<file path="config.mk">
export PLATFORM = sky130hd
export DESIGN_NAME = inactivity_power_timers
export DESIGN_NICKNAME = d
export VERILOG_FILES = /design/src/rtl/core/ipt_pkg.sv /design/src/rtl/core/ipt_cfg.sv /design/src/rtl/core/ipt_timers.sv /design/src/rtl/core/inactivity_power_timers.sv
export SDC_FILE = /design/constraint.sdc
export NUM_CORES = 1
export LEC_CHECK = 0
export BUFFER_PORTS_ARGS = -buffer_cell sky130_fd_sc_hd__buf_4
export CORE_MARGIN = 5
export CORE_UTILIZATION = 40
export DETAILED_ROUTE_END_ITERATION = 10
export HOLD_SLACK_MARGIN = 0.15
export PLACE_DENSITY = 0.63
export SLEW_MARGIN = 20
export SYNTH_ARGS = -nofsm -noshare
export SYNTH_HDL_FRONTEND = slang
export SYNTH_HIERARCHICAL = 1
export SYNTH_SLANG_ARGS = --single-unit
</file>
<file path="constraint.sdc">
create_clock -name aclk -period 7 [get_ports aclk]
set_input_delay 1.05 -clock aclk [delete_from_list [all_inputs] [get_ports aclk]]
set_output_delay 1.05 -clock aclk [all_outputs]
set_load 0.005 [all_outputs]
</file>
<file path="src/rtl/core/ipt_pkg.sv">
// Package for the inactivity power timers: item and configuration types,
// status codes, register indexes and the saturating counter step.
// No dependencies.
`default_nettype none

package ipt_pkg;

    localparam int COUNT_BITS       = 16;
    localparam int TICKS_PER_MINUTE = 120;
    // One extra bit so a zero-extended counter and any threshold sum compare cleanly
    localparam int CMP_BITS         = (COUNT_BITS > 16) ? COUNT_BITS + 1 : 17;
    localparam int CFG_IDX_BITS     = 3;
    localparam int CFG_DATA_BITS    = 8;

    typedef logic [COUNT_BITS-1:0] count_t;
    typedef logic [CMP_BITS-1:0]   thresh_t;

    // Backlight state codes
    localparam logic [1:0] BL_NORMAL = 2'd0;
    localparam logic [1:0] BL_DARK   = 2'd1;
    localparam logic [1:0] BL_OFF    = 2'd2;

    // Front application state codes
    localparam logic [1:0] APP_NO_PLAY   = 2'd0;
    localparam logic [1:0] APP_PLAYING   = 2'd1;
    localparam logic [1:0] APP_ALWAYS_ON = 2'd2;

    // Configuration register indexes
    localparam logic [CFG_IDX_BITS-1:0] REG_LIGHT_TIMEOUT     = 3'd0;
    localparam logic [CFG_IDX_BITS-1:0] REG_SAVER_TIMEOUT     = 3'd1;
    localparam logic [CFG_IDX_BITS-1:0] REG_SAVER_MODE        = 3'd2;
    localparam logic [CFG_IDX_BITS-1:0] REG_DARK_OFF_TIMEOUT  = 3'd3;
    localparam logic [CFG_IDX_BITS-1:0] REG_SAVER_OFF_MINUTES = 3'd4;
    localparam logic [CFG_IDX_BITS-1:0] REG_IDLE_OFF_TIMEOUT  = 3'd5;
    localparam logic [CFG_IDX_BITS-1:0] REG_SLEEP_MINUTES     = 3'd6;
    localparam logic [CFG_IDX_BITS-1:0] REG_PLAYING_TIMEOUT   = 3'd7;

    typedef struct packed {
        logic [1:0] bl_mode;
        logic       saver_active;
        logic       saver_is_screen_off;
        logic [1:0] front_app;
        logic       engine_playing;
        logic       cable_present;
    } in_item_t;

    typedef struct packed {
        logic dim_backlight;
        logic enter_saver;
        logic enter_screen_off;
        logic power_off;
        logic resume_play;
    } out_item_t;

    typedef struct packed {
        logic [7:0] light_timeout;
        logic [7:0] saver_timeout;
        logic [2:0] saver_mode;
        logic [7:0] dark_off_timeout;
        logic [7:0] saver_off_minutes;
        logic [7:0] idle_off_timeout;
        logic [7:0] sleep_minutes;
        logic [7:0] playing_timeout;
        thresh_t    dark_off_thresh;
        thresh_t    saver_off_thresh;
        thresh_t    sleep_thresh;
    } cfg_t;

    function automatic count_t sat_inc(count_t v);
        return (v == '1) ? v : v + count_t'(1);
    endfunction

    function automatic thresh_t widen(count_t v);
        return thresh_t'(v);
    endfunction

endpackage

`default_nettype wire

</file>
<file path="src/rtl/core/ipt_cfg.sv">
// Configuration registers of the inactivity power timers and the derived
// compare thresholds. Depends on ipt_pkg.
`default_nettype none

module ipt_cfg
    import ipt_pkg::*;
(
    input  wire logic                     aclk,
    input  wire logic                     aresetn,
    input  wire logic                     cfg_we,
    input  wire logic [CFG_IDX_BITS-1:0]  cfg_index,
    input  wire logic [CFG_DATA_BITS-1:0] cfg_wdata,
    output cfg_t                          cfg
);

    logic [7:0] light_timeout_reg;
    logic [7:0] saver_timeout_reg;
    logic [2:0] saver_mode_reg;
    logic [7:0] dark_off_timeout_reg;
    logic [7:0] saver_off_minutes_reg;
    logic [7:0] idle_off_timeout_reg;
    logic [7:0] sleep_minutes_reg;
    logic [7:0] playing_timeout_reg;

    always_ff @(posedge aclk) begin
        if (!aresetn) begin
            light_timeout_reg     <= '0;
            saver_timeout_reg     <= '0;
            saver_mode_reg        <= '0;
            dark_off_timeout_reg  <= '0;
            saver_off_minutes_reg <= '0;
            idle_off_timeout_reg  <= '0;
            sleep_minutes_reg     <= '0;
            playing_timeout_reg   <= '0;
        end else if (cfg_we) begin
            unique case (cfg_index)
                REG_LIGHT_TIMEOUT:     light_timeout_reg     <= cfg_wdata;
                REG_SAVER_TIMEOUT:     saver_timeout_reg     <= cfg_wdata;
                REG_SAVER_MODE:        saver_mode_reg        <= cfg_wdata[2:0];
                REG_DARK_OFF_TIMEOUT:  dark_off_timeout_reg  <= cfg_wdata;
                REG_SAVER_OFF_MINUTES: saver_off_minutes_reg <= cfg_wdata;
                REG_IDLE_OFF_TIMEOUT:  idle_off_timeout_reg  <= cfg_wdata;
                REG_SLEEP_MINUTES:     sleep_minutes_reg     <= cfg_wdata;
                REG_PLAYING_TIMEOUT:   playing_timeout_reg   <= cfg_wdata;
                default: ;
            endcase
        end
    end

    always_comb begin
        cfg.light_timeout     = light_timeout_reg;
        cfg.saver_timeout     = saver_timeout_reg;
        cfg.saver_mode        = saver_mode_reg;
        cfg.dark_off_timeout  = dark_off_timeout_reg;
        cfg.saver_off_minutes = saver_off_minutes_reg;
        cfg.idle_off_timeout  = idle_off_timeout_reg;
        cfg.sleep_minutes     = sleep_minutes_reg;
        cfg.playing_timeout   = playing_timeout_reg;
        // Constant multiplies only; settled long before a tick arrives
        cfg.dark_off_thresh   = thresh_t'(light_timeout_reg) + thresh_t'(dark_off_timeout_reg);
        cfg.saver_off_thresh  = thresh_t'(saver_timeout_reg)
                              + thresh_t'(saver_off_minutes_reg) * thresh_t'(TICKS_PER_MINUTE);
        cfg.sleep_thresh      = thresh_t'(sleep_minutes_reg) * thresh_t'(TICKS_PER_MINUTE);
    end

endmodule

`default_nettype wire

</file>
<file path="src/rtl/core/ipt_timers.sv">
// Timer state and per-tick update logic: counters, previous play states and
// the request flags for one tick. Depends on ipt_pkg.
`default_nettype none

module ipt_timers
    import ipt_pkg::*;
(
    input  wire logic     aclk,
    input  wire logic     aresetn,
    input  wire logic     advance,
    input  wire in_item_t item,
    input  wire cfg_t     cfg,
    output out_item_t     result
);

    count_t     light_count_reg, light_count_next;
    count_t     saver_count_reg, saver_count_next;
    count_t     idle_count_reg,  idle_count_next;
    count_t     sleep_count_reg, sleep_count_next;
    count_t     play_count_reg,  play_count_next;
    logic       prev_engine_playing_reg;
    logic       prev_app_playing_reg;
    logic [7:0] prev_sleep_setting_reg;

    count_t     light_step;
    count_t     saver_step;
    logic       light_en, saver_en, dark_off_en, saver_off_en;
    logic       idle_en, sleep_en, play_en;
    logic       dark_now, stopped, no_play;

    always_comb begin
        result   = '0;
        no_play  = (item.front_app == APP_NO_PLAY) && !item.engine_playing;

        // Backlight dim; a dim this tick makes the backlight dark for the rest of it
        light_en   = (cfg.light_timeout != '0) && (item.bl_mode == BL_NORMAL)
                   && (item.front_app != APP_ALWAYS_ON);
        light_step = light_en ? sat_inc(light_count_reg) : light_count_reg;
        if (light_en && (widen(light_step) >= thresh_t'(cfg.light_timeout))) begin
            result.dim_backlight = 1'b1;
        end
        dark_now = result.dim_backlight || (item.bl_mode == BL_DARK);

        saver_en   = (cfg.saver_timeout != '0) && (cfg.saver_mode != '0)
                   && !item.saver_active && (item.front_app != APP_ALWAYS_ON);
        saver_step = saver_en ? sat_inc(saver_count_reg) : saver_count_reg;
        if (saver_en && (widen(saver_step) >= thresh_t'(cfg.saver_timeout))) begin
            result.enter_saver = 1'b1;
        end

        dark_off_en      = (cfg.dark_off_timeout != '0) && dark_now && (cfg.saver_mode == '0);
        light_count_next = dark_off_en ? sat_inc(light_step) : light_step;
        if (dark_off_en && (widen(light_count_next) >= cfg.dark_off_thresh)) begin
            result.enter_screen_off = 1'b1;
        end

        // A dimmed tick cannot be "off", so only the incoming state matters here
        saver_off_en     = (cfg.saver_off_minutes != '0) && item.saver_active
                         && !item.saver_is_screen_off
                         && (dark_now || (item.bl_mode != BL_OFF));
        saver_count_next = saver_off_en ? sat_inc(saver_step) : saver_step;
        if (saver_off_en && (widen(saver_count_next) >= cfg.saver_off_thresh)) begin
            result.enter_screen_off = 1'b1;
        end

        stopped = (prev_engine_playing_reg || prev_app_playing_reg) && no_play;

        idle_en         = (cfg.idle_off_timeout != '0) && !item.cable_present && no_play;
        idle_count_next = stopped ? '0 : idle_count_reg;
        if (idle_en) begin
            idle_count_next = sat_inc(idle_count_next);
            if (widen(idle_count_next) >= thresh_t'(cfg.idle_off_timeout)) begin
                result.power_off = 1'b1;
            end
        end

        sleep_en         = (cfg.sleep_minutes != '0) && !item.cable_present;
        sleep_count_next = ((cfg.sleep_minutes != '0)
                         && (cfg.sleep_minutes != prev_sleep_setting_reg)) ? '0 : sleep_count_reg;
        if (sleep_en) begin
            sleep_count_next = sat_inc(sleep_count_next);
            if (widen(sleep_count_next) >= cfg.sleep_thresh) begin
                result.power_off = 1'b1;
            end
        end

        play_en         = (cfg.playing_timeout != '0) && !item.saver_active
                        && item.engine_playing && (item.front_app == APP_NO_PLAY);
        play_count_next = stopped ? '0 : play_count_reg;
        if (play_en) begin
            play_count_next = sat_inc(play_count_next);
            if (widen(play_count_next) >= thresh_t'(cfg.playing_timeout)) begin
                result.resume_play = 1'b1;
            end
        end
    end

    always_ff @(posedge aclk) begin
        if (!aresetn) begin
            light_count_reg         <= '0;
            saver_count_reg         <= '0;
            idle_count_reg          <= '0;
            sleep_count_reg         <= '0;
            play_count_reg          <= '0;
            prev_engine_playing_reg <= 1'b0;
            prev_app_playing_reg    <= 1'b0;
            prev_sleep_setting_reg  <= '0;
        end else if (advance) begin
            light_count_reg         <= light_count_next;
            saver_count_reg         <= saver_count_next;
            idle_count_reg          <= idle_count_next;
            sleep_count_reg         <= sleep_count_next;
            play_count_reg          <= play_count_next;
            prev_engine_playing_reg <= item.engine_playing;
            prev_app_playing_reg    <= (item.front_app == APP_PLAYING);
            prev_sleep_setting_reg  <= cfg.sleep_minutes;
        end
    end

endmodule

`default_nettype wire

</file>
<file path="src/rtl/core/inactivity_power_timers.sv">
// Top level of the inactivity power timers: input register, timer update,
// result register and configuration port. Depends on ipt_pkg, ipt_cfg, ipt_timers.
`default_nettype none

// One tick transaction per half second carries the system status; each one
// yields exactly one result transaction with the five request flags. The block
// takes a new tick every clock cycle unless both registers are full; a result
// is registered after its tick is accepted (the tick sits in the input register,
// all timers update in a single pass, and the flags land in the result register
// once it is free or being read). A waiting result does not block the input side
// until both registers are full. Configuration writes take effect at once and
// belong in idle periods between ticks.
module inactivity_power_timers
    import ipt_pkg::*;
(
    input  wire logic                     aclk,
    input  wire logic                     aresetn,
    input  wire logic                     s_valid,
    output logic                          s_ready,
    input  wire in_item_t                 s_data,
    output logic                          m_valid,
    input  wire logic                     m_ready,
    output out_item_t                     m_data,
    input  wire logic                     cfg_we,
    input  wire logic [CFG_IDX_BITS-1:0]  cfg_index,
    input  wire logic [CFG_DATA_BITS-1:0] cfg_wdata
);

    logic      in_valid_reg;
    in_item_t  in_data_reg;
    logic      out_valid_reg;
    out_item_t out_data_reg;
    logic      advance;
    out_item_t result;
    cfg_t      cfg;

    ipt_cfg u_cfg (
        .aclk      (aclk),
        .aresetn   (aresetn),
        .cfg_we    (cfg_we),
        .cfg_index (cfg_index),
        .cfg_wdata (cfg_wdata),
        .cfg       (cfg)
    );

    ipt_timers u_timers (
        .aclk    (aclk),
        .aresetn (aresetn),
        .advance (advance),
        .item    (in_data_reg),
        .cfg     (cfg),
        .result  (result)
    );

    // Move the held tick into the result register when that slot frees up
    assign advance = in_valid_reg && (!out_valid_reg || m_ready);
    assign s_ready = !in_valid_reg || advance;
    assign m_valid = out_valid_reg;
    assign m_data  = out_data_reg;

    always_ff @(posedge aclk) begin
        if (!aresetn) begin
            in_valid_reg  <= 1'b0;
            out_valid_reg <= 1'b0;
        end else begin
            if (s_ready) begin
                in_valid_reg <= s_valid;
            end
            if (advance) begin
                out_valid_reg <= 1'b1;
            end else if (m_ready) begin
                out_valid_reg <= 1'b0;
            end
        end
    end

    always_ff @(posedge aclk) begin
        if (s_ready && s_valid) begin
            in_data_reg <= s_data;
        end
        if (advance) begin
            out_data_reg <= result;
        end
    end

`ifndef SYNTHESIS
    a_stall_only_when_full: assert property (@(posedge aclk) disable iff (!aresetn)
        !s_ready |-> (in_valid_reg && out_valid_reg))
        else $error("input stalled with a free slot");

    a_advance_gives_result: assert property (@(posedge aclk) disable iff (!aresetn)
        advance |=> m_valid)
        else $error("processed tick produced no result");

    a_dim_needs_timeout: assert property (@(posedge aclk) disable iff (!aresetn)
        (advance && result.dim_backlight) |-> (cfg.light_timeout != '0))
        else $error("dim request with backlight timer disabled");

    a_poff_needs_timer: assert property (@(posedge aclk) disable iff (!aresetn)
        (advance && result.power_off)
            |-> ((cfg.idle_off_timeout != '0) || (cfg.sleep_minutes != '0)))
        else $error("power off request with both timers disabled");
`endif

endmodule

`default_nettype wire

</file>
### After elaboration in Yosys (flattened, before gate mapping)

Cells that the tools add are included.

| cells by class | value |
|---|---|
| eq/ne operators | 19 |
| $mul | 2 |
| reductions and logical operators | 57 |
| $add $sub $neg | 9 |
| multiplexer cells | 27 |
| $lt $le $gt $ge | 7 |

Operator list:

| operator | count |
|---|---|
| 2-to-1 mux 16 bit | 17 |
| adder 16 x 1 -> 16 bit, second input constant | 7 |
| == test 16 bit, second input constant | 7 |
| >= comparator 16 x 8 -> 1 bit | 4 |
| nonzero test 8 bit | 7 |
| logical AND 1 bit | 25 |
| multiplier 8 x 4 -> 12 bit, second input constant | 2 |
| adder 8 x 15 -> 16 bit | 1 |
| >= comparator 16 x 15 -> 1 bit | 1 |
| >= comparator 16 bit | 1 |
| >= comparator 16 x 9 -> 1 bit | 1 |
| AND reduction 2 bit | 8 |
| == test 3 bit, second input constant | 4 |
| 2-to-1 mux 1 bit | 10 |
| adder 8 x 8 -> 9 bit | 1 |
| != test 8 bit | 1 |
| == test 3 x 2 -> 1 bit, second input constant | 2 |
| zero test 1 bit | 6 |
| zero test 3 bit | 2 |
| logical OR 1 bit | 5 |
| == test 2 x 1 -> 1 bit, second input constant | 2 |
| zero test 2 bit | 2 |
| != test 2 bit, second input constant | 2 |
| == test 3 x 1 -> 1 bit, second input constant | 1 |
| other kinds (2) | 2 |

| storage, ports and cells | value |
|---|---|
| word-level logic and storage cells | 150 |
| bits of input ports | 24 |
| register bits after elaboration | 164 |

### Depth between registers and ports, before layout

Gate-level depths: netlist (run 1).

| depth | value |
|---|---|
| depth in word-level cells | 14 |
| depth in mapped cells | 28 |

### By module

The synthesis (run 1) kept the hierarchy.

By module, submodules not included:

| module | area each (µm²) | cells each | instances |
|---|---|---|---|
| ipt_timers | 9569.2 | 1326 | 1 |
| ipt_cfg | 4385.5 | 514 | 1 |
| inactivity_power_timers | 494.2 | 22 | 1 |

### Worst setup path after synthesis (run 1)

No wires, ideal clock.

| path | value |
|---|---|
| path kind | reg-to-reg |
| start point | register u_cfg.light_timeout_reg[5] |
| end point | register out_data_reg (netlist bit m_data[2]) (data pin) |
| stages on the path, launching flop included | 27 |
| path slack | 1.532 ns |
| arrival | 5.212 ns |
| path through | dfxtp_1 or4_1 o211ai_2 buf_2 nor2_1 nand2_1 xor2_1 inv_1 ha_1 nand2_1 o21ai_0 o21bai_1 a221oi_2 nand4_1 o21ai_1 nor2_1 buf_2 o21a_1 ha_1 a21o_1 a21o_1 a21o_1 a21o_1 a21o_1 a21oi_1 o41ai_1 a31o_2 |

| between the ends | value |
|---|---|
| longest elaborated chain between the ends | 14 |

Ends and longest elaborated chain:

| element | line | text |
|---|---|---|
| start: declaration | ipt_cfg.sv:16 | `logic [7:0] light_timeout_reg;` |
| start signal: assignment | ipt_cfg.sv:37 | `REG_LIGHT_TIMEOUT: light_timeout_reg <= cfg_wdata;` |
| nonzero test 8 bit | ipt_timers.sv:36 | `light_en = (cfg.light_timeout != '0) && (item.bl_mode == BL_NORMAL)` |
| logical AND 1 bit | ipt_timers.sv:36 |  |
| logical AND 1 bit | ipt_timers.sv:37 | `&& (item.front_app != APP_ALWAYS_ON);` |
| 2-to-1 mux 16 bit | ipt_timers.sv:38 | `light_step = light_en ? sat_inc(light_count_reg) : light_count_reg;` |
| >= comparator 16 x 8 -> 1 bit | ipt_timers.sv:39 | `if (light_en && (widen(light_step) >= thresh_t'(cfg.light_timeout))) begin` |
| logical AND 1 bit | ipt_timers.sv:39 |  |
| 2-to-1 mux 1 bit | ipt_timers.sv:39 |  |
| logical OR 1 bit | ipt_timers.sv:42 | `dark_now = result.dim_backlight \|\| (item.bl_mode == BL_DARK);` |
| logical AND 1 bit (2 in series) | ipt_timers.sv:51 | `dark_off_en = (cfg.dark_off_timeout != '0) && dark_now && (cfg.saver_mode == '0);` |
| 2-to-1 mux 16 bit (*) | ipt_timers.sv:52 | `light_count_next = dark_off_en ? sat_inc(light_step) : light_step;` |
| net u_timers.light_count_next[1] | ipt_timers.sv:16 | `count_t light_count_reg, light_count_next;` |
| >= comparator 16 x 9 -> 1 bit (*) | ipt_timers.sv:53 | `if (dark_off_en && (widen(light_count_next) >= cfg.dark_off_thresh)) begin` |
| logical AND 1 bit (*) | ipt_timers.sv:53 |  |
| 2-to-1 mux 1 bit (*) | ipt_timers.sv:53 |  |
| end signal: assignment | inactivity_power_timers.sv:82 | `out_data_reg <= result;` |
| end: declaration | inactivity_power_timers.sv:32 | `out_item_t out_data_reg;` |

Mark *: on every way through the listed nets, which the timed path passes. The rest lies on a longest branch.
A chain may end at the register's enable or synchronous reset.

### Worst setup path in the final report (run 1)

| path | value |
|---|---|
| start point | register u_timers.light_count_reg[0] |
| end point | register out_data_reg (netlist bit m_data[2]) (data pin) |

| between the ends | value |
|---|---|
| longest elaborated chain between the ends | 13 |

Ends and longest elaborated chain:

| element | line | text |
|---|---|---|
| start: declaration | ipt_timers.sv:16 |  |
| start signal: assignment | ipt_timers.sv:109 | `light_count_reg <= light_count_next;` |
| adder 16 x 1 -> 16 bit or == test 16 bit (tied branches) | ipt_pkg.sv:70 | `return (v == '1) ? v : v + count_t'(1);` |
| 2-to-1 mux 16 bit | ipt_pkg.sv:70 |  |
| 2-to-1 mux 16 bit (*) | ipt_timers.sv:38 |  |
| >= comparator 16 x 8 -> 1 bit | ipt_timers.sv:39 |  |
| logical AND 1 bit | ipt_timers.sv:39 |  |
| 2-to-1 mux 1 bit | ipt_timers.sv:39 |  |
| logical OR 1 bit | ipt_timers.sv:42 |  |
| logical AND 1 bit (2 in series) | ipt_timers.sv:51 |  |
| 2-to-1 mux 16 bit | ipt_timers.sv:52 |  |
| >= comparator 16 x 9 -> 1 bit | ipt_timers.sv:53 |  |
| logical AND 1 bit | ipt_timers.sv:53 |  |
| 2-to-1 mux 1 bit | ipt_timers.sv:53 |  |

Every way passes the cells marked *; elsewhere a longest branch is shown, timed or not.

==> results.txt, run 1 <==
The data required time of the worst path came out at 7.21 ns. The tree built by TritonCTS fans out to 164 sinks. IR analysis of the VDD net gives a maximum drop of 0.000169 V.

The number of failing hold endpoints at the final stage came out at 0. Measured along the x axis, the die boundary spans 200 µm. The number of warnings printed during yosys synthesis is 6. The critical path startpoint category is a flip-flop.

The number of gates resized after CTS came out at 0. The number of buffers inserted by post-CTS setup repair came out at 0. The number of antenna violations at the first check in global routing is 0. The residual DRC count came out at 0. In the final layout, the share of cells above drive strength 1 is 7.13%.

STA classifies the critical path endpoint as a flip-flop. In this run the cell area measured after placement is 15000 µm². The count of nets left with antenna violations once routing finished came out at 0. The achievable clock frequency is 0.169 GHz.

The post-route worst hold slack came out at 0.485 ns. The final net count came out at 2034. The repair_antennas step left the layout with diodes totalling 0. The flop-to-flop setup slack came out at 1.08 ns. The height of the die is 200 µm. The count of buffer and inverter cells on the critical path is 1. The path type of the worst min-delay path is flip-flop to flip-flop. The number of instances in the placed design came out at 2294. The async set-reset flop share out of synthesis came out at 0%. The number of failing setup endpoints in the final timing report came out at 0. The cell type contributing the most total cell area after synthesis is dfxtp_1.

The top cell type by area accounts for 20.9% of the synthesized area. The placeable core region is 35700 µm². The flow ran to the end, and the final reports show no timing, DRC or antenna violations. The first global-routing pass estimated 62.9 mm of wire. The routed length per instance is 16.5 µm. The maximum number of pins on one net before global-route repair came out at 88.

The setup TNS came out at 0 ns. On the final layout, the worst clock skew is 0.0157 ns. The part of the Yosys area used for sequential elements is 23.6%. The clock input transition at the sequential cells of the worst setup and hold paths came out at 0.08 ns. The number of max-slew violations in the final report came out at 0. The TritonCTS clock tree is yes. The initialized floorplan defines 69 standard-cell rows. The effective utilization at floorplan came out at 40.5%.

The most common cell in the synthesized netlist is nand2_1. The longest individual stage delay on the worst path is 0.54 ns. The length of the first detailed-routing pass in iterations came out at 6. The area added between synthesis and finish came out at 7.97%. For this block, the via count after detailed routing is 13176. The root buffer cell is clkbuf_16. The CTS buffer count is 17. The initial detailed-routing violation count is 1086. The longest clock path from root to sink contains 2 buffers. By area the synthesized netlist is led by dfxtp_1 21%, ha_1 11%, nand2_1 6.2%.

The count of input and output buffers came out at 30. In this run, synthesis produced a sequential element count of 164. The worst-skew pair later-pin latency came out at 0.44 ns. The slowest stage of the critical path is the dfxtp_1 cell.

The I/O pin total is 31. The data arrival time of the critical path came out at 6.13 ns. The total routing resource utilization after global routing is 19.1%. The via count of the first global-routing pass is 12338.

The count of cell types in the netlist came out at 101. Setup repair after global routing left no endpoint under its margin. The tool flagged a number of max-cap violations equal to 0. The hold buffer count at cts came out at 0. The finished layout cell area is 15600 µm². The wire length after detailed routing is 38.4 mm. Detailed placement finished with a half-perimeter wire length of 28.7 mm. The synthesized area came out at 14400 µm².

The leakage power came out at 6.09 nW. The CTS H-tree depth came out at 4. Subtracting the final worst setup slack from the clock period gives 5.92 ns. The number of enable flip-flop cells after synthesis is 13. The worst path uses 84.6% of the clock period.

The headroom to the max-slew limit is 35.0%. In the synthesized netlist the dominant register cell turns out to be dfxtp_1. The final weighted congestion of routability-driven global placement is 0.925. A synthesized cell averages 7.76 µm². Counting every instance in the synthesized netlist gives 1862. The floorplan step defined a die boundary enclosing 40000 µm². In the synthesized netlist, the cells that appear most often are 238 x nand2_1, 153 x nor2_1, 151 x dfxtp_1, 150 x inv_1, 130 x ha_1. The transition time at the pin with the least slew margin came out at 0.967 ns. The via count normalized by instance count is 5.66. Among the stages of the critical path, the cell type that occurs most often is a21o_1.

For this run the aggregate overflow at the end of global routing stands at 0. The cell family contributing the most delay on the critical path is compound AO/OA/AOI/OAI gates. The total power density per cell area came out at 142 nW/µm². The category of the critical setup timing path is flip-flop to flip-flop. The non-filler instance count after layout is 2326. In this run the worst path has a maximum fanout of 10.
==> worst reg2reg max path, stage by stage, from the launching register on <==
cell and delay, ns:
dfxtp_1 0.54, ha_1 0.45, nand3_1 0.16, nor4_2 0.22, nor2_1 0.20, nand2_1 0.15
xor2_1 0.34, inv_1 0.12, ha_1 0.31, nand2_1 0.07, o21ai_0 0.07, o21bai_1 0.19
a221oi_2 0.31, nand4_1 0.21, o21a_1 0.36, nand2_1 0.17, xnor2_1 0.14, ha_1 0.25
nand2b_1 0.14, a21o_1 0.17, a21o_1 0.17, a21o_1 0.17, a21o_1 0.17, a21o_1 0.17
a21oi_1 0.14, o41ai_1 0.08, a31o_2 0.24
==> power by group <==
part	internal [mW]	switching [mW]	total, mW
logic	0.103	0.164	0.266
clock network	0.511	0.461	0.972
registers	0.959	0.0182	0.977
==> cells in the final DEF, fill, tap and decap left out, drive strengths merged, types with 30 or more instances in the layout <==
master | netlist | final
nand2 | 239 | 239
inv | 150 | 160
nor2 | 155 | 155
dfxtp | 151 | 151
ha | 130 | 130
a21oi | 81 | 81
o21ai | 69 | 69
nand3 | 68 | 68
a21boi | 62 | 62
xor2 | 54 | 54
xnor2 | 52 | 52
nor3 | 51 | 51
buf | 39 | 49
nand4 | 38 | 38
nor4 | 30 | 30
==> metal layers <==
layer,GRT usage [%],vias to the layer above,part of all wire [%]
li1,-,6552,-
met1,27.1,6170,47
met2,30.8,410,45
met3,2.60,44,5.8
met4,4.91,0,1.7
met5,0,-,0
==> cells by family after synthesis <==
family                   after synthesis  share of synthesized area, %
other                                  1                        0.0260
multiplexers                          30                          2.10
XOR/XNOR                             106                          6.43
buffers and inverters                243                          7.03
adder cells (fa/ha/maj)              158                          15.1
flip-flops                           164                          23.6
AO/OA/AOI/OAI                        416                          19.8
AND/OR/NAND/NOR                      744                          25.8
==> worst paths after layout <==
check	startpoint	endpoint	cells past startpoint
hold / removal	u_timers/prev_app_playing_reg	u_timers/prev_app_playing_reg	2
setup reg to reg	u_timers/light_count_reg[0]	m_data[2]	26
setup / recovery	u_timers/light_count_reg[0]	m_data[2]	26
hold reg to reg	u_timers/prev_app_playing_reg	u_timers/prev_app_playing_reg	2
==> metrics by stage <==
stage	setup WS [ns]	power, mW	util (%)
global route	0.718	2.31	43.8
detailed placement	1.19	1.26	42.1
global placement	1.32	1.26	42.1
finish	1.08	2.22	43.8
CTS	1.17	2.24	43.8
floorplan	1.53	1.18	-
==> final cells by class <==
cell class	instances	area, µm²
Clock buffer	18	429
Clock inverter	14	163
Fill cell	3594	20100
Inverter	152	571
Multi-Input combinational cell	1468	10100
Sequential cell	164	3410
Tap cell	461	577
Timing Repair Buffer	49	368
(Power assumes the default switching activity.)
==> run 2, diff against run 1 <==
--- a/config.mk
+++ b/config.mk
@@ -5,12 +5,13 @@
 export SDC_FILE = /design/constraint.sdc
 export NUM_CORES = 1
 export LEC_CHECK = 0
+export ABC_AREA = 1
 export BUFFER_PORTS_ARGS = -buffer_cell sky130_fd_sc_hd__buf_4
 export CORE_MARGIN = 5
 export CORE_UTILIZATION = 40
 export DETAILED_ROUTE_END_ITERATION = 10
 export HOLD_SLACK_MARGIN = 0.15
-export PLACE_DENSITY = 0.63
+export PLACE_DENSITY = 0.65
 export SLEW_MARGIN = 20
 export SYNTH_ARGS = -nofsm -noshare
 export SYNTH_HDL_FRONTEND = slang
==> constraint.sdc (replaced) <==
create_clock -name aclk -period 5.3 [get_ports aclk]
set_input_delay 0.795 -clock aclk [delete_from_list [all_inputs] [get_ports aclk]]
set_output_delay 0.795 -clock aclk [all_outputs]
set_load 0.005 [all_outputs]
==> results.txt, run 2 <==
The total power density per cell area came out at 209 nW/µm² (was 142 nW/µm²). The finished layout cell area was 16600 µm² (was 15600 µm²). The post-detailed-placement half-perimeter wirelength came out at 29.4 mm (was 28.7 mm).

The horizontal extent of the die came out at 207 µm (was 200 µm). The total grt overflow is 0 (unchanged). The part of the Yosys area used for sequential elements is 22.1% (was 23.6%). The critical register-to-register path startpoint was u_cfg/saver_off_minutes_reg[0] (was u_timers/light_count_reg[0]). The multi-input gate area in the final layout is 10400 µm² (was 10100 µm²). The length of the first detailed-routing pass in iterations came to 6 (unchanged). The power spent charging and discharging nets is 1.17 mW (was 643 µW). The count of input and output buffers came out at 30 (unchanged). The critical hold path startpoint is u_timers/play_count_reg[9] (was u_timers/prev_app_playing_reg).

The number of instances in the placed design is 2858 (was 2294). The headroom to the max-slew limit came out at 38.9% (was 35.0%). The footprint of the flip-flops and latches came out at 3410 µm² (unchanged). The count of cells along the worst register-to-register path is 20 (was 26).

The dominant register cell in the synthesized netlist is dfxtp_1 (unchanged). The number of buffers inserted by post-CTS setup repair came out at 0 (unchanged). The transition time at the pin with the least slew margin came out at 0.916 ns (was 0.967 ns). The hold buffer count at cts came out at 0 (unchanged). The cell type contributing the most total cell area after synthesis is dfxtp_1 (unchanged). The number of failing setup endpoints in the final timing report is 0 (unchanged).

The maximum number of buffers from clock root to sink was 2 (unchanged). The via count of the first global-routing pass is 13586 (was 12338). The commonest non-fill, non-tap cell in the layout is nand2_1 (unchanged). The initial detailed-routing violation count came to 944 (was 1086). Most frequent cells in the layout: 529 x nand2_1, 320 x inv_1, 262 x nor2_1 (was 238 x nand2_1, 153 x nor2_1, 151 x dfxtp_1). The max-capacitance violation count is 0 (unchanged). The maximum clock skew at final layout is 0.0107 ns (was 0.0157 ns). The setup TNS is 0 ns (unchanged).

The switching part of the total power came to 33.6% (was 29.0%). The number of warnings printed during yosys synthesis came to 6 (unchanged). The count of standard-cell rows came to 72 (was 69). The die footprint is 42700 µm² (was 40000 µm²). The number of failing hold endpoints at the final stage is 0 (unchanged). The routed length per instance came out at 13.6 µm (was 16.5 µm).

The leakage power came out at 7.91 nW (was 6.09 nW). The worst-path maximum fanout is 5 (was 10). Ranking of synthesized cells by area: dfxtp_1 20%, nand2_1 13%, ha_1 11% (was dfxtp_1 21%, ha_1 11%, nand2_1 6.2%). The signal on the critical path passes through fa_1 -> inv_1 -> fa_1 -> inv_1 -> fa_1 -> xor2_1 -> ha_1 -> a21oi_1 -> o21ai_0 -> a21oi_1 -> nor2_4 -> nand2_2 -> xor2_1 -> inv_1 -> ha_1 -> nand4_1 -> nor2_1 -> a311o_1 -> o21ai_0 -> o31ai_1. The slowest library cell on the worst path was fa_1 (was dfxtp_1). The area added between synthesis and finish came out at 7.34% (was 7.97%).

The effective utilization at floorplan is 40.2% (was 40.5%). The family of cells with the greatest summed delay on the critical path was adder cells (was compound AO/OA/AOI/OAI gates). The final net count came out at 2541 (was 2034).

The async set-reset flop share out of synthesis is 0% (unchanged). The via count normalized by instance count came to 5.10 (was 5.66). The root buffer cell is clkbuf_16 (unchanged). The post-layout minimum cycle time is 4.79 ns (was 5.92 ns).

The I/O pin total came to 31 (unchanged). The longest individual stage delay on the worst path is 0.57 ns (was 0.54 ns). The synthesized area is 15500 µm² (was 14400 µm²). The placeable core region is 38500 µm² (was 35700 µm²). The achievable clock frequency came to 0.209 GHz (was 0.169 GHz). The share of total power in the clock network is 35.9% (was 43.9%).

The detailed-route via count is 14747 (was 13176). The count of antenna-violating nets left after detailed routing is 0 (unchanged). The post-route total power came out at 3.48 mW (was 2.22 mW).

The count of mapped cells out of synthesis is 2374 (was 1862). The data required time of the worst path came to 5.47 ns (was 7.21 ns). The end of the worst register-to-register path is m_data[2] (unchanged). The most common cell in the synthesized netlist was nand2_1 (unchanged). The CTS buffer count came out at 17 (unchanged).

The worst hold endpoint is u_timers/play_count_reg[9] (was u_timers/prev_app_playing_reg). The flop-to-flop setup slack is 0.51 ns (was 1.08 ns). The wire length after detailed routing is 39.2 mm (was 38.4 mm). The final critical-path share of the clock period was 90.4% (was 84.6%). The total number of clock tree sinks is 164 (unchanged). The number of filler instances in the final layout came out at 4011 (was 3594).

The path type of the worst min-delay path is flip-flop to flip-flop (unchanged). The data arrival time of the critical path came to 4.96 ns (was 6.13 ns). The maximum number of pins on one net before global-route repair came out at 98 (was 88). The count of buffer and inverter cells on the critical path is 3 (was 1). The TritonCTS clock tree is yes (unchanged). The fraction of final layout cells with drive strength greater than 1 is 9.06% (was 7.13%). Most numerous cell types in the synthesized netlist: 529 x nand2_1, 320 x inv_1, 262 x nor2_1, 183 x a21oi_1, 151 x dfxtp_1 (was 238 x nand2_1, 153 x nor2_1, 151 x dfxtp_1, 150 x inv_1, 130 x ha_1). The final core utilization is 43.2% (was 43.8%).

The number of max-slew violations in the final report is 0 (unchanged). The worst-skew pair later-pin latency is 0.44 ns (about the same). The sequential share of power came out at 39.1% (was 44.1%).

Run status: completed (unchanged). The clock input transition at the sequential cells of the worst setup and hold paths came out at 0.07 ns (was 0.08 ns). The share of power burned in combinational logic is 24.9% (was 12.0%). The total internal power came out at 2.31 mW (was 1.57 mW).

The critical path startpoint category is a flip-flop (unchanged). The number of antenna cells inserted came to 0 (unchanged). The count of cell types in the netlist is 54 (was 101). The final weighted congestion of routability-driven global placement came out at 0.894 (was 0.925). The residual DRC count came to 0 (unchanged). The maximum VDD drop came to 0.000263 V (was 0.000169 V). The number of antenna violations at the first check in global routing is 0 (unchanged). The number of enable flip-flop cells after synthesis is 13 (unchanged). RSZ-0062 raised after global routing: no (unchanged). The top-area cell type share of the netlist area was 19.5% (was 20.9%). The CTS H-tree depth came to 4 (unchanged).

The category of the critical setup timing path is flip-flop to flip-flop (unchanged). The first-pass GRT wire length is 65.3 mm (was 62.9 mm). The post-detailed-placement cell area came out at 16000 µm² (was 15000 µm²). The total routing resource utilization after global routing is 18.3% (was 19.1%). The register bit total from synthesis came out at 164 (unchanged).

The endpoint kind of the worst setup timing path is a flip-flop (unchanged). The height of the die is 207 µm (was 200 µm). The count of cells along the worst hold path is 2 (unchanged).

The non-filler instance count after layout came to 2890 (was 2326). The synthesized area divided by synthesized cell count came out at 6.52 µm² (was 7.76 µm²).
## run 2: cell type report
cell class	count	area share, %
multi-input cells	1791	62.4
flip-flops and latches	164	20.6
inverters	344	7.80
well taps	518	3.90
clock buffers	18	2.58
repair buffers	41	1.85
clock inverters	14	0.881
## run 2: stage by stage
step	hold WS [ns]	setup slack, ns
final	0.465	0.510
after global routing	0.479	0.0436
after CTS	0.468	0.479
after detailed placement	0.457	0.470
after global placement	0.452	0.583
after floorplan	0.445	0.945
## run 2: worst max-delay path by stage
stage | from | end | slack [ns] | cells after the start
floorplan | u_cfg/saver_off_minutes_reg[0] | m_data[2] | 0.94 | 20
global placement | u_cfg/saver_off_minutes_reg[0] | m_data[2] | 0.58 | 20
detailed placement | u_cfg/saver_off_minutes_reg[0] | m_data[2] | 0.47 | 20
CTS | u_cfg/saver_off_minutes_reg[0] | m_data[2] | 0.48 | 20
global route | u_timers/light_count_reg[1] | m_data[2] | 0.04 | 38
finish | u_cfg/saver_off_minutes_reg[0] | m_data[2] | 0.51 | 20
## run 2: power groups by stage
stage,registers [mW],logic (mW),clock network [mW]
CTS,1.36,0.863,1.29
detailed placement,1.39,0.858,0
finish,1.36,0.867,1.25
floorplan,1.37,0.673,0
global route,1.37,0.992,1.34
global placement,1.39,0.838,0
## run 2: kinds of logic (layout without fill, tap and decap cells)
group / count (synthesis) / in the layout / synth area share, %
adder cells (fa/ha/maj): 158 / 158 / 14.1
XOR/XNOR: 85 / 85 / 4.81
AND/OR/NAND/NOR: 1135 / 1135 / 33.4
AO/OA/AOI/OAI: 399 / 399 / 14.1
buffers and inverters: 432 / 417 / 11.4
other: 1 / 14 / 0.0242
flip-flops: 164 / 164 / 22.1
## run 2: repair_timing
item	4_1_cts	5_1_grt
gates resized for setup	0	2
setup endpoints to repair	0	1
endpoints found under the hold margin	0	0
## run 2: worst min-delay path: stages (launching register included)
cell and delay, ns:
dfxtp_1 0.31, nand2_1 0.06, a21oi_1 0.05
## run 2: per-layer routing
| layer | part of all wire [%] | vias up | global-route usage [%] |
|---|---|---|---|
| met3 | 4.6 | 41 | 2.59 |
| met4 | 1.5 | 0 | 4.97 |
| met5 | 0 | - | 0 |
| met1 | 48 | 6769 | 25.1 |
| li1 | - | 7619 | - |
| met2 | 46 | 318 | 30.4 |
